--- config.mk ---
export PLATFORM = sky130hd
export DESIGN_NAME = capture_period_frequency_meter_core_flat
export DESIGN_NICKNAME = d
export VERILOG_FILES = /design/src/hdl/cpfm_pkg.sv /design/src/hdl/cpfm_intf.sv /design/src/hdl/capture_period_frequency_meter_core.sv /design/src/flat_wrapper.sv
export SDC_FILE = /design/constraint.sdc
export NUM_CORES = 1
export LEC_CHECK = 0
export BUFFER_PORTS_ARGS = -buffer_cell sky130_fd_sc_hd__buf_4
export CAP_MARGIN = 20
export CORE_MARGIN = 2
export CORE_UTILIZATION = 37
export CTS_BUF_LIST = sky130_fd_sc_hd__clkbuf_2
export CTS_CLUSTER_DIAMETER = 100
export CTS_CLUSTER_SIZE = 10
export DETAILED_ROUTE_END_ITERATION = 8
export PLACE_DENSITY = 0.63
export SYNTH_ARGS = -nofsm -noshare
export SYNTH_HDL_FRONTEND = slang
export SYNTH_SLANG_ARGS = --single-unit
--- constraint.sdc ---
create_clock -name i_clk -period 6.4 [get_ports i_clk]
set_input_delay 1.28 -clock i_clk [delete_from_list [all_inputs] [get_ports i_clk]]
set_output_delay 1.28 -clock i_clk [all_outputs]
set_load 0.03 [all_outputs]
--- src/hdl/cpfm_pkg.sv ---
`timescale 1ns / 1ps

package cpfm_pkg;

    localparam int CAP_W    = 16;
    localparam int FREQ_W   = 16;
    localparam int RPM_W    = 22;
    localparam int PERIOD_W = 32;
    localparam int REF_W    = 32;
    localparam int OVF_W    = 16;
    localparam int CFG_W    = 32;

    typedef logic [1:0] t_cfg_addr;

    localparam t_cfg_addr CFG_REF_CLOCK = 2'd0;
    localparam t_cfg_addr CFG_MIN_FREQ  = 2'd1;
    localparam t_cfg_addr CFG_MAX_FREQ  = 2'd2;

    localparam logic [REF_W-1:0]  REF_CLOCK_RESET = 32'd500000;
    localparam logic [FREQ_W-1:0] MIN_FREQ_RESET  = 16'd7;
    localparam logic [FREQ_W-1:0] MAX_FREQ_RESET  = 16'd100;

    localparam logic [5:0] RPM_PER_HZ = 6'd60;

    typedef enum logic [1:0] {
        ST_IDLE,
        ST_DIV,
        ST_CHECK,
        ST_RESULT
    } t_state;

endpackage

--- src/hdl/cpfm_intf.sv ---
`timescale 1ns / 1ps

interface cpfm_in_if;
    logic                          valid;
    logic                          ready;
    logic                          cmd;
    logic [cpfm_pkg::CAP_W-1:0]    capture_value;

    modport source (output valid, cmd, capture_value, input ready);
    modport sink   (input valid, cmd, capture_value, output ready);
endinterface

interface cpfm_out_if;
    logic                           valid;
    logic                           ready;
    logic [cpfm_pkg::FREQ_W-1:0]    frequency_hz;
    logic [cpfm_pkg::RPM_W-1:0]     speed_rpm;
    logic                           measurement_accepted;
    logic                           clear_counter;
    logic [cpfm_pkg::PERIOD_W-1:0]  period_ticks;

    modport source (output valid, frequency_hz, speed_rpm, measurement_accepted,
                    clear_counter, period_ticks, input ready);
    modport sink   (input valid, frequency_hz, speed_rpm, measurement_accepted,
                    clear_counter, period_ticks, output ready);
endinterface

interface cpfm_cfg_if;
    logic                        valid;
    logic                        ready;
    cpfm_pkg::t_cfg_addr         index;
    logic [cpfm_pkg::CFG_W-1:0]  data;

    modport source (output valid, index, data, input ready);
    modport sink   (input valid, index, data, output ready);
endinterface

--- src/hdl/capture_period_frequency_meter_core.sv ---
// Capture period frequency meter.
// Requests arrive on i_in: cmd 1 is a counter overflow tick, cmd 0 is a capture
// carrying the counter value. Every request gives exactly one response on o_out.
// The second capture of a pair computes the period and divides the reference
// clock rate by it; a quotient inside the frequency limits becomes the held
// frequency, and the response asks for the external counter to be cleared.
// Registers are written on i_cfg, which is always ready; write only while idle.
// Overflow ticks, first captures and zero-period second captures pass from idle
// straight to the result state, which loads the output register once it is free.
// A second capture with a nonzero period passes through the divide, check and
// result states: 32 iterations of the restoring divide-and-subtract unit, one
// limit compare and one output load. The sequencer is idle again after the load.
// i_in.ready is high only while the sequencer is idle, so one request is in
// work at a time; a new request can be taken while a response still waits on
// o_out. If the receiver stalls, the finished response holds in the output
// register and the next result waits in its pending stage until o_out drains.
// Synchronous reset loads the register reset values, clears the capture pair
// state, overflow count and held frequency, and empties the output.
`timescale 1ns / 1ps

module capture_period_frequency_meter_core #(
    parameter int COUNTER_BITS = 16
) (
    input  logic              i_clk,
    input  logic              i_rst_n,
    cpfm_in_if.sink           i_in,
    cpfm_out_if.source        o_out,
    cpfm_cfg_if.sink          i_cfg
);
    import cpfm_pkg::*;

    localparam int CAP_BITS = (COUNTER_BITS < CAP_W) ? COUNTER_BITS : CAP_W;
    localparam logic [CAP_W-1:0] CAP_MASK = CAP_W'((17'(1) << CAP_BITS) - 17'(1));
    localparam int SH_W  = OVF_W + 32;
    localparam int CNT_W = $clog2(PERIOD_W);
    localparam logic [CNT_W-1:0] CNT_LAST = CNT_W'(PERIOD_W - 1);

    t_state r_state, n_state;

    logic [REF_W-1:0]    r_ref_clock;
    logic [FREQ_W-1:0]   r_min_freq;
    logic [FREQ_W-1:0]   r_max_freq;

    logic                r_waiting;
    logic [CAP_W-1:0]    r_first;
    logic [OVF_W-1:0]    r_ovf;
    logic [FREQ_W-1:0]   r_held;

    logic [PERIOD_W-1:0] r_div;
    logic [PERIOD_W-1:0] r_rem;
    logic [PERIOD_W-1:0] r_quo;
    logic [CNT_W-1:0]    r_cnt;

    logic                r_pend_acc;
    logic                r_pend_clr;
    logic [PERIOD_W-1:0] r_pend_period;

    logic                r_out_valid;
    logic [FREQ_W-1:0]   r_out_freq;
    logic [RPM_W-1:0]    r_out_rpm;
    logic                r_out_acc;
    logic                r_out_clr;
    logic [PERIOD_W-1:0] r_out_period;

    logic                w_in_ready;
    logic                w_in_take;
    logic                w_load_out;
    logic                w_quo_ok;
    logic [CAP_W-1:0]    w_cap;
    logic [SH_W-1:0]     w_ovf_sh;
    logic [PERIOD_W-1:0] w_period;
    logic [PERIOD_W+1:0] w_sub;

    assign w_cap    = i_in.capture_value & CAP_MASK;
    assign w_ovf_sh = SH_W'(r_ovf) << COUNTER_BITS;
    assign w_period = PERIOD_W'(w_cap) + w_ovf_sh[PERIOD_W-1:0] - PERIOD_W'(r_first);
    assign w_sub    = {1'b0, r_rem, r_quo[PERIOD_W-1]} - {2'b00, r_div};
    assign w_quo_ok = (r_quo >= PERIOD_W'(r_min_freq)) && (r_quo <= PERIOD_W'(r_max_freq));

    always_comb begin
        w_in_ready = (r_state == ST_IDLE);
        w_in_take  = w_in_ready && i_in.valid;
        w_load_out = (r_state == ST_RESULT) && (!r_out_valid || o_out.ready);
    end

    always_comb begin
        n_state = r_state;
        case (r_state)
            ST_IDLE: begin
                if (w_in_take) begin
                    if (!i_in.cmd && r_waiting && (w_period != '0)) begin
                        n_state = ST_DIV;
                    end else begin
                        n_state = ST_RESULT;
                    end
                end
            end
            ST_DIV: begin
                if (r_cnt == CNT_LAST) begin
                    n_state = ST_CHECK;
                end
            end
            ST_CHECK: begin
                n_state = ST_RESULT;
            end
            ST_RESULT: begin
                if (w_load_out) begin
                    n_state = ST_IDLE;
                end
            end
            default: begin
                n_state = ST_IDLE;
            end
        endcase
    end

    always_ff @(posedge i_clk) begin
        if (!i_rst_n) begin
            r_state <= ST_IDLE;
        end else begin
            r_state <= n_state;
        end
    end

    always_ff @(posedge i_clk) begin
        if (!i_rst_n) begin
            r_ref_clock <= REF_CLOCK_RESET;
            r_min_freq  <= MIN_FREQ_RESET;
            r_max_freq  <= MAX_FREQ_RESET;
        end else if (i_cfg.valid) begin
            case (i_cfg.index)
                CFG_REF_CLOCK: r_ref_clock <= i_cfg.data[REF_W-1:0];
                CFG_MIN_FREQ:  r_min_freq  <= i_cfg.data[FREQ_W-1:0];
                CFG_MAX_FREQ:  r_max_freq  <= i_cfg.data[FREQ_W-1:0];
                default: begin
                end
            endcase
        end
    end

    always_ff @(posedge i_clk) begin
        if (!i_rst_n) begin
            r_waiting <= 1'b0;
            r_first   <= '0;
            r_ovf     <= '0;
            r_held    <= '0;
        end else if (w_in_take) begin
            if (i_in.cmd) begin
                r_ovf <= r_ovf + OVF_W'(1);
            end else if (!r_waiting) begin
                r_first   <= w_cap;
                r_ovf     <= '0;
                r_waiting <= 1'b1;
            end else begin
                r_waiting <= 1'b0;
            end
        end else if ((r_state == ST_CHECK) && w_quo_ok) begin
            r_held <= r_quo[FREQ_W-1:0];
        end
    end

    always_ff @(posedge i_clk) begin
        case (r_state)
            ST_IDLE: begin
                if (w_in_take) begin
                    r_pend_acc    <= 1'b0;
                    r_pend_clr    <= !i_in.cmd && r_waiting;
                    r_pend_period <= (!i_in.cmd && r_waiting) ? w_period : '0;
                    r_div         <= w_period;
                    r_rem         <= '0;
                    r_quo         <= r_ref_clock;
                    r_cnt         <= '0;
                end
            end
            ST_DIV: begin
                r_cnt <= r_cnt + CNT_W'(1);
                r_quo <= {r_quo[PERIOD_W-2:0], ~w_sub[PERIOD_W+1]};
                if (!w_sub[PERIOD_W+1]) begin
                    r_rem <= w_sub[PERIOD_W-1:0];
                end else begin
                    r_rem <= {r_rem[PERIOD_W-2:0], r_quo[PERIOD_W-1]};
                end
            end
            ST_CHECK: begin
                r_pend_acc <= w_quo_ok;
            end
            default: begin
            end
        endcase
    end

    always_ff @(posedge i_clk) begin
        if (!i_rst_n) begin
            r_out_valid <= 1'b0;
        end else if (w_load_out) begin
            r_out_valid <= 1'b1;
        end else if (o_out.ready) begin
            r_out_valid <= 1'b0;
        end
    end

    always_ff @(posedge i_clk) begin
        if (w_load_out) begin
            r_out_freq   <= r_held;
            r_out_rpm    <= RPM_W'(r_held) * RPM_W'(RPM_PER_HZ);
            r_out_acc    <= r_pend_acc;
            r_out_clr    <= r_pend_clr;
            r_out_period <= r_pend_period;
        end
    end

    assign i_in.ready                 = w_in_ready;
    assign i_cfg.ready                = 1'b1;
    assign o_out.valid                = r_out_valid;
    assign o_out.frequency_hz         = r_out_freq;
    assign o_out.speed_rpm            = r_out_rpm;
    assign o_out.measurement_accepted = r_out_acc;
    assign o_out.clear_counter        = r_out_clr;
    assign o_out.period_ticks         = r_out_period;

endmodule

--- src/flat_wrapper.sv ---
// flat-port wrapper written by rule: the top's interface ports become plain ports
module capture_period_frequency_meter_core_flat import cpfm_pkg::*;
#(
    parameter int COUNTER_BITS = 16
)
  (i_clk, i_rst_n, i_in_valid, i_in_cmd, i_in_capture_value, i_in_ready, o_out_valid, o_out_frequency_hz, o_out_speed_rpm, o_out_measurement_accepted, o_out_clear_counter, o_out_period_ticks, o_out_ready, i_cfg_valid, i_cfg_index, i_cfg_data, i_cfg_ready);
  cpfm_in_if i_in_i ();
  cpfm_out_if o_out_i ();
  cpfm_cfg_if i_cfg_i ();
  input  logic i_clk;
  input  logic i_rst_n;
  input wire logic [$bits(i_in_i.valid)-1:0] i_in_valid;
  input wire logic [$bits(i_in_i.cmd)-1:0] i_in_cmd;
  input wire logic [$bits(i_in_i.capture_value)-1:0] i_in_capture_value;
  output wire logic [$bits(i_in_i.ready)-1:0] i_in_ready;
  output wire logic [$bits(o_out_i.valid)-1:0] o_out_valid;
  output wire logic [$bits(o_out_i.frequency_hz)-1:0] o_out_frequency_hz;
  output wire logic [$bits(o_out_i.speed_rpm)-1:0] o_out_speed_rpm;
  output wire logic [$bits(o_out_i.measurement_accepted)-1:0] o_out_measurement_accepted;
  output wire logic [$bits(o_out_i.clear_counter)-1:0] o_out_clear_counter;
  output wire logic [$bits(o_out_i.period_ticks)-1:0] o_out_period_ticks;
  input wire logic [$bits(o_out_i.ready)-1:0] o_out_ready;
  input wire logic [$bits(i_cfg_i.valid)-1:0] i_cfg_valid;
  input wire logic [$bits(i_cfg_i.index)-1:0] i_cfg_index;
  input wire logic [$bits(i_cfg_i.data)-1:0] i_cfg_data;
  output wire logic [$bits(i_cfg_i.ready)-1:0] i_cfg_ready;
  assign i_in_i.valid = i_in_valid;
  assign i_in_i.cmd = i_in_cmd;
  assign i_in_i.capture_value = i_in_capture_value;
  assign i_in_ready = i_in_i.ready;
  assign o_out_valid = o_out_i.valid;
  assign o_out_frequency_hz = o_out_i.frequency_hz;
  assign o_out_speed_rpm = o_out_i.speed_rpm;
  assign o_out_measurement_accepted = o_out_i.measurement_accepted;
  assign o_out_clear_counter = o_out_i.clear_counter;
  assign o_out_period_ticks = o_out_i.period_ticks;
  assign o_out_i.ready = o_out_ready;
  assign i_cfg_i.valid = i_cfg_valid;
  assign i_cfg_i.index = i_cfg_index;
  assign i_cfg_i.data = i_cfg_data;
  assign i_cfg_ready = i_cfg_i.ready;
  capture_period_frequency_meter_core #(.COUNTER_BITS(COUNTER_BITS)) u_core (.i_clk(i_clk), .i_rst_n(i_rst_n), .i_in(i_in_i), .o_out(o_out_i), .i_cfg(i_cfg_i));
endmodule
Word level (Yosys, flattened, before mapping). Index checks and enable logic that the tools add are counted.

Bits in registers: 321. Input bits: 56. Output and inout port bits: 75. Word-level logic and storage cells: 88.

Add/subtract/negate cells: 5. $mul: 1. Magnitude comparators: 2. Eq/ne operators: 10. Muxes and demuxes: 19. Bitwise gates (word level): 4. Reduce and logical (&&, ||, !) cells: 26.

Operator list (count): one-hot mux 32 bit (2 select lines) (2); two-way mux 32 bit (3); subtractor 33 x 32 -> 34 bit (1); adder 16 x 32 -> 32 bit (1); >= comparator 32 x 16 -> 1 bit (1); less-or-equal comparator 32 x 16 -> 1 bit (1); two-way mux 16 bit (2); nonzero test 32 bit (1); subtractor 32 x 16 -> 32 bit (1); multiplier 16 x 4 -> 20 bit (second input constant) (1); AND reduction 2 bit (9); adder 16 x 1 -> 16 bit (second input constant) (1); one-hot mux 5 bit (2 select lines) (1); two-way mux 2 bit (4); one-hot mux 2 bit (4 select lines) (1); equality test 2 bit (second input constant) (3); logical AND 1 bit (6); inequality test 2 x 1 -> 1 bit (second input constant) (3); AND reduction 3 bit (2); nonzero test 2 bit (3); adder 5 x 1 -> 5 bit (second input constant) (1); equality test 5 bit (second input constant) (1); two-way mux 5 bit (1); equality test 2 x 1 -> 1 bit (second input constant) (2); 7 further kinds (15).

Longest topological paths before layout.
Depth in word-level cells: 7. Depth in mapped cells: 15.

Worst setup path before layout. Ideal clock, no wire load.

Path kind: register -> register. Start point: register u_core.r_state[0]. End point: register u_core.r_cnt[0] (enable). Data arrival time: 5.719 ns. Path slack: 0.090 ns. Stages on the path, launching flop included: 4. Buffers on the path: 0. Clock period less this slack: 6.310 ns. Cells stage by stage: dfxtp_1 > inv_1 > ha_1 > o21ai_0.

Word-level cells in the longest chain between the ends: 4.

Ends and longest elaborated chain: start, declared (line capture_period_frequency_meter_core.sv:38) `t_state r_state, n_state;`; start signal, assigned (line capture_period_frequency_meter_core.sv:121) `r_state <= n_state;`; logical NOT 2 bit (*) (line capture_period_frequency_meter_core.sv:81) `w_in_ready = (r_state == ST_IDLE);`; named net i_in_ready (line flat_wrapper.sv:15) `output wire logic [$bits(i_in_i.ready)-1:0] i_in_ready;`; logical AND 1 bit (line capture_period_frequency_meter_core.sv:82) `w_in_take = w_in_ready && i_in.valid;`; inequality test 2 x 1 -> 1 bit (no source line); AND reduction 2 bit (no source line) (*); end signal, assigned (line capture_period_frequency_meter_core.sv:176) `r_cnt <= r_cnt + CNT_W'(1);`; end, declared (line capture_period_frequency_meter_core.sv:52) `logic [CNT_W-1:0] r_cnt;`.

Mark *: on every way through the listed nets, which the timed path passes. The rest lies on a longest branch. A chain may end at the register's enable or synchronous reset.

Worst setup path after layout.
Start point: register u_core.r_rem[0]. End point: register u_core.r_rem[9] (data pin).

Word-level cells in the longest chain between the ends: 3.

Ends and longest elaborated chain: start, declared (line capture_period_frequency_meter_core.sv:50) `logic [PERIOD_W-1:0] r_rem;`; start signal, assigned (line capture_period_frequency_meter_core.sv:179) `r_rem <= w_sub[PERIOD_W-1:0];`; start signal, assigned (line capture_period_frequency_meter_core.sv:181) `r_rem <= {r_rem[PERIOD_W-2:0], r_quo[PERIOD_W-1]};`; subtractor 33 x 32 -> 34 bit (line capture_period_frequency_meter_core.sv:77) `assign w_sub = {1'b0, r_rem, r_quo[PERIOD_W-1]} - {2'b00, r_div};`; two-way mux 32 bit (line capture_period_frequency_meter_core.sv:178) `if (!w_sub[PERIOD_W+1]) begin`; one-hot mux 32 bit (2 select lines) (line capture_period_frequency_meter_core.sv:163) `case (r_state)`.

Every way passes these cells.

==> key figures <==
Synthesis
  • Mapped Cells: 1675
  • Fraction of registers with async set/reset: 0%
  • Part of the Yosys area used for sequential elements: 48.8%
  • Ys Warns: 0
  • Post-Syn Area: 17300 um^2
  • Post-synth cell types: 80
  • Top FF cell, synth: edfxtp_1
  • Seq cells post-synth: 320
  • Synthesized area per cell: 10.3 um^2
  • EDFF count, synth: 204

Critical path
  • Crit path kind: flip-flop to flip-flop
  • R2R Path Start: u_core.r_rem[0]$_SDFFCE_PN0P_
  • End of the worst register-to-register path: u_core.r_rem[9]$_SDFFCE_PN0P_
  • Critical path data required time: 7.15 ns
  • Largest stage delay on the critical path: 0.74 ns
  • Critical path's slowest cell: o21a_1
  • CP startpoint kind: flip-flop
  • R2R depth: 11
  • Crit-path cells: ha_1, nor2b_1, o21a_1, o21ai_1, a211oi_1, o21ai_1, a31oi_1, o21a_1, buf_4, mux2i_1, nor2_1
  • Maximum fanout along the worst path: 23
  • Arrival @ worst endpoint: 4.66 ns
  • CP Capture Type: flip-flop
  • R2R setup slack: 2.48 ns

STA
  • Setup TNS: 0 ns
  • Fmax: 0.255 GHz
  • Final Hold Vio Count: 0
  • Setup Viol. Count Final: 0
  • RSZ-0062 raised after global routing: no
  • Max Clock Skew: 0.109 ns
  • Least-Margin Pin Slew: 1.02 ns
  • Max_slew headroom: 31.9%
  • Fin crit share: 61.2%
  • Worst hold slack: 0.439 ns
  • Max Slew Vio Count: 0
  • Final Critical Period: 3.92 ns

Global route
  • GRT Residual Overflow: 0
  • Initial antenna violation count: 5
  • Largest net degree at the start of global routing: 102
  • First-pass GRT wire length: 63.3 mm
  • Vias in the first global route: 11800
  • All-Layer GR Usage: 16.6%

Placement
  • PortBufs: 127
  • GPL Wtd Cong: 0.878
  • Post-detail-place hpwl: 29.3 mm

Clocking
  • CTS Buf Count: 37
  • Worst-Skew Late Latency: 1.02 ns
  • H-tree levels: 2
  • Clock sinks: 320
  • Clk root buf: clkbuf_2
  • Setup bufs post-CTS: 0
  • Clock transition at path regs: 0.22 ns
  • Post-cts sizing count: 0
  • CTS Buffer Depth: 3
  • CTS tree: yes
  • Hold buffers post-CTS: 0

Hold path
  • Worst hold stages: 0
  • Hold_sp: u_core.r_pend_period[27]$_SDFFCE_PN0P_
  • Hold Crit Class: flip-flop to flip-flop
  • Sink of the worst hold path: u_core.o_out.period_ticks[27]$_DFFE_PP_

Final layout
  • FF+latch area: 8450 um^2
  • Fill count: 4468
  • Most common cell after layout, fill and taps aside: nand2_1
  • Layout Nets: 1991
  • Synthesis-to-layout area growth: 10.6%
  • Most frequent cells in the layout: nand2_1 (244), edfxtp_1 (204), inv_1 (166), buf_4 (137), dfxtp_1 (116)
  • Final Util: 41.3%
  • Area of the multi-input gates: 7980 um^2
  • Fraction of layout cells with a size suffix above 1: 14.3%

Power
  • Leak pwr: 7.72 nW
  • Power Density: 366 nW/um^2
  • Peak supply drop: 199 uV

Routing
  • ANT nets after route: 0
  • Initial DRC Count: 683
  • Vias: 12000
  • DRC Markers: 0
  • Drt first pass iters: 5
  • DR WL/cell: 16.4 um
  • DR vias/cell: 4.97
  • Final wirelength: 39.6 mm

Floorplanning
  • Die ar.: 48600 um^2
  • # rows: 79
  • Initial core utilization: 37.4%
  • Die Wd: 220 um
  • Io pins: 131
  • Core ar.: 46400 um^2
  • Die span in y: 220 um

Run
  • Max Cap Viol: 0

Status
  • Run status: complete, no violations
## cells in the mapped netlist, drive strengths merged (22+ instances only)
library cell	n	share of area, %
a21boi	70	3.0
a21o	24	1.0
a21oi	69	2.0
and2	29	1.1
clkbuf	42	0.97
dfxtp	116	13
edfxtp	204	35
fa	31	3.6
ha	113	8.2
inv	169	3.7
mux2	31	2.0
mux2i	36	2.1
nand2	244	5.3
nand3	36	1.0
nor2	99	2.1
nor3	22	0.64
o21ai	49	1.4
xnor2	49	2.5
xor2	32	1.6
## worst max-delay path: cells and delay by family (launching register included)
family | cells | cell delay (ns)
flip-flops | 1 | 0.47
buffers and inverters | 1 | 0.45
AND/OR/NAND/NOR | 2 | 0.19
AO/OA/AOI/OAI | 6 | 1.97
multiplexers | 1 | 0.31
adder cells (fa/ha/maj) | 1 | 0.29
## where the power goes
group	switching (W)	total, W	internal [W]
registers	0.000253	0.00306	0.00280
clock network	0.000694	0.000920	0.000226
logic	0.00183	0.00303	0.00120
total	0.00277	0.00701	0.00423
## metrics by stage
stage	instance area [um^2]	instances	power (W)	setup WS (ns)
4_1_cts	19100	2418	0.00707	2.52
5_1_grt	19200	2423	0.00755	2.21
2_1_floorplan	17300	1676	0.00535	0.0901
3_5_place_dp	18900	2359	0.00613	2.27
3_3_place_gp	18900	2359	0.00606	2.23
6_report	19200	2424	0.00701	2.48
## state kept, by name, summed over array words and instances, names as in the netlist, 16 cells and up
| name | cells |
|---|---|
| u_core.o_out.frequency_hz | 16 |
| u_core.o_out.period_ticks | 32 |
| u_core.o_out.speed_rpm | 19 |
| u_core.r_div | 32 |
| u_core.r_first | 16 |
| u_core.r_held | 16 |
| u_core.r_max_freq | 16 |
| u_core.r_min_freq | 16 |
| u_core.r_ovf | 16 |
| u_core.r_pend_period | 32 |
| u_core.r_quo | 32 |
| u_core.r_ref_clock | 32 |
| u_core.r_rem | 32 |
## layer usage
layer | up-vias | wire [um] | GRT usage [%]
li1 | 6021 | - | -
met1 | 5711 | 19200 | 23.5
met2 | 250 | 17700 | 26.0
met3 | 60 | 1800 | 2.67
met4 | 2 | 999 | 5.10
met5 | - | 13 | 0
## logic make-up after synthesis
kind of cell | count (synthesis) | synth area share [%]
and+or+nand+nor | 529 | 14.2
buffers and inverters | 230 | 5.35
other | 2 | 0.0434
AOI/OAI and AO/OA | 302 | 11.7
DFF | 320 | 48.8
xor gates and xnor gates | 81 | 4.10
muxes | 67 | 4.10
adders and majority gates | 144 | 11.7
## worst max-delay path by stage
stage | from | to | slack, ns | cells past startpoint
6_report | u_core.r_rem[0]$_SDFFCE_PN0P_ | u_core.r_rem[9]$_SDFFCE_PN0P_ | 2.48 | 11
5_1_grt | u_core.r_rem[0]$_SDFFCE_PN0P_ | u_core.r_rem[11]$_SDFFCE_PN0P_ | 2.21 | 11
4_1_cts | u_core.r_held[1]$_SDFFE_PN0P_ | u_core.o_out.speed_rpm[20]$_DFFE_PP_ | 2.52 | 15
3_5_place_dp | i_in_capture_value[0] | u_core.r_state[1]$_SDFFE_PN0P_ | 2.27 | 12
3_3_place_gp | i_in_capture_value[0] | u_core.r_state[1]$_SDFFE_PN0P_ | 2.23 | 12
2_1_floorplan | u_core.r_state[0]$_SDFFE_PN0P_ | u_core.r_cnt[0]$_SDFFCE_PN0P_ | 0.09 | 3
## area by class of cell
type | instances | share of cell area [%]
Sequential cell | 320 | 44.1
Multi-Input combinational cell | 1126 | 41.7
Timing Repair Buffer | 137 | 5.37
Tap cell | 607 | 3.96
Inverter | 169 | 3.31
Clock buffer | 56 | 1.46
Clock inverter | 3 | 0.0783
Antenna cell | 6 | 0.0783
(Power assumes the default switching activity.)
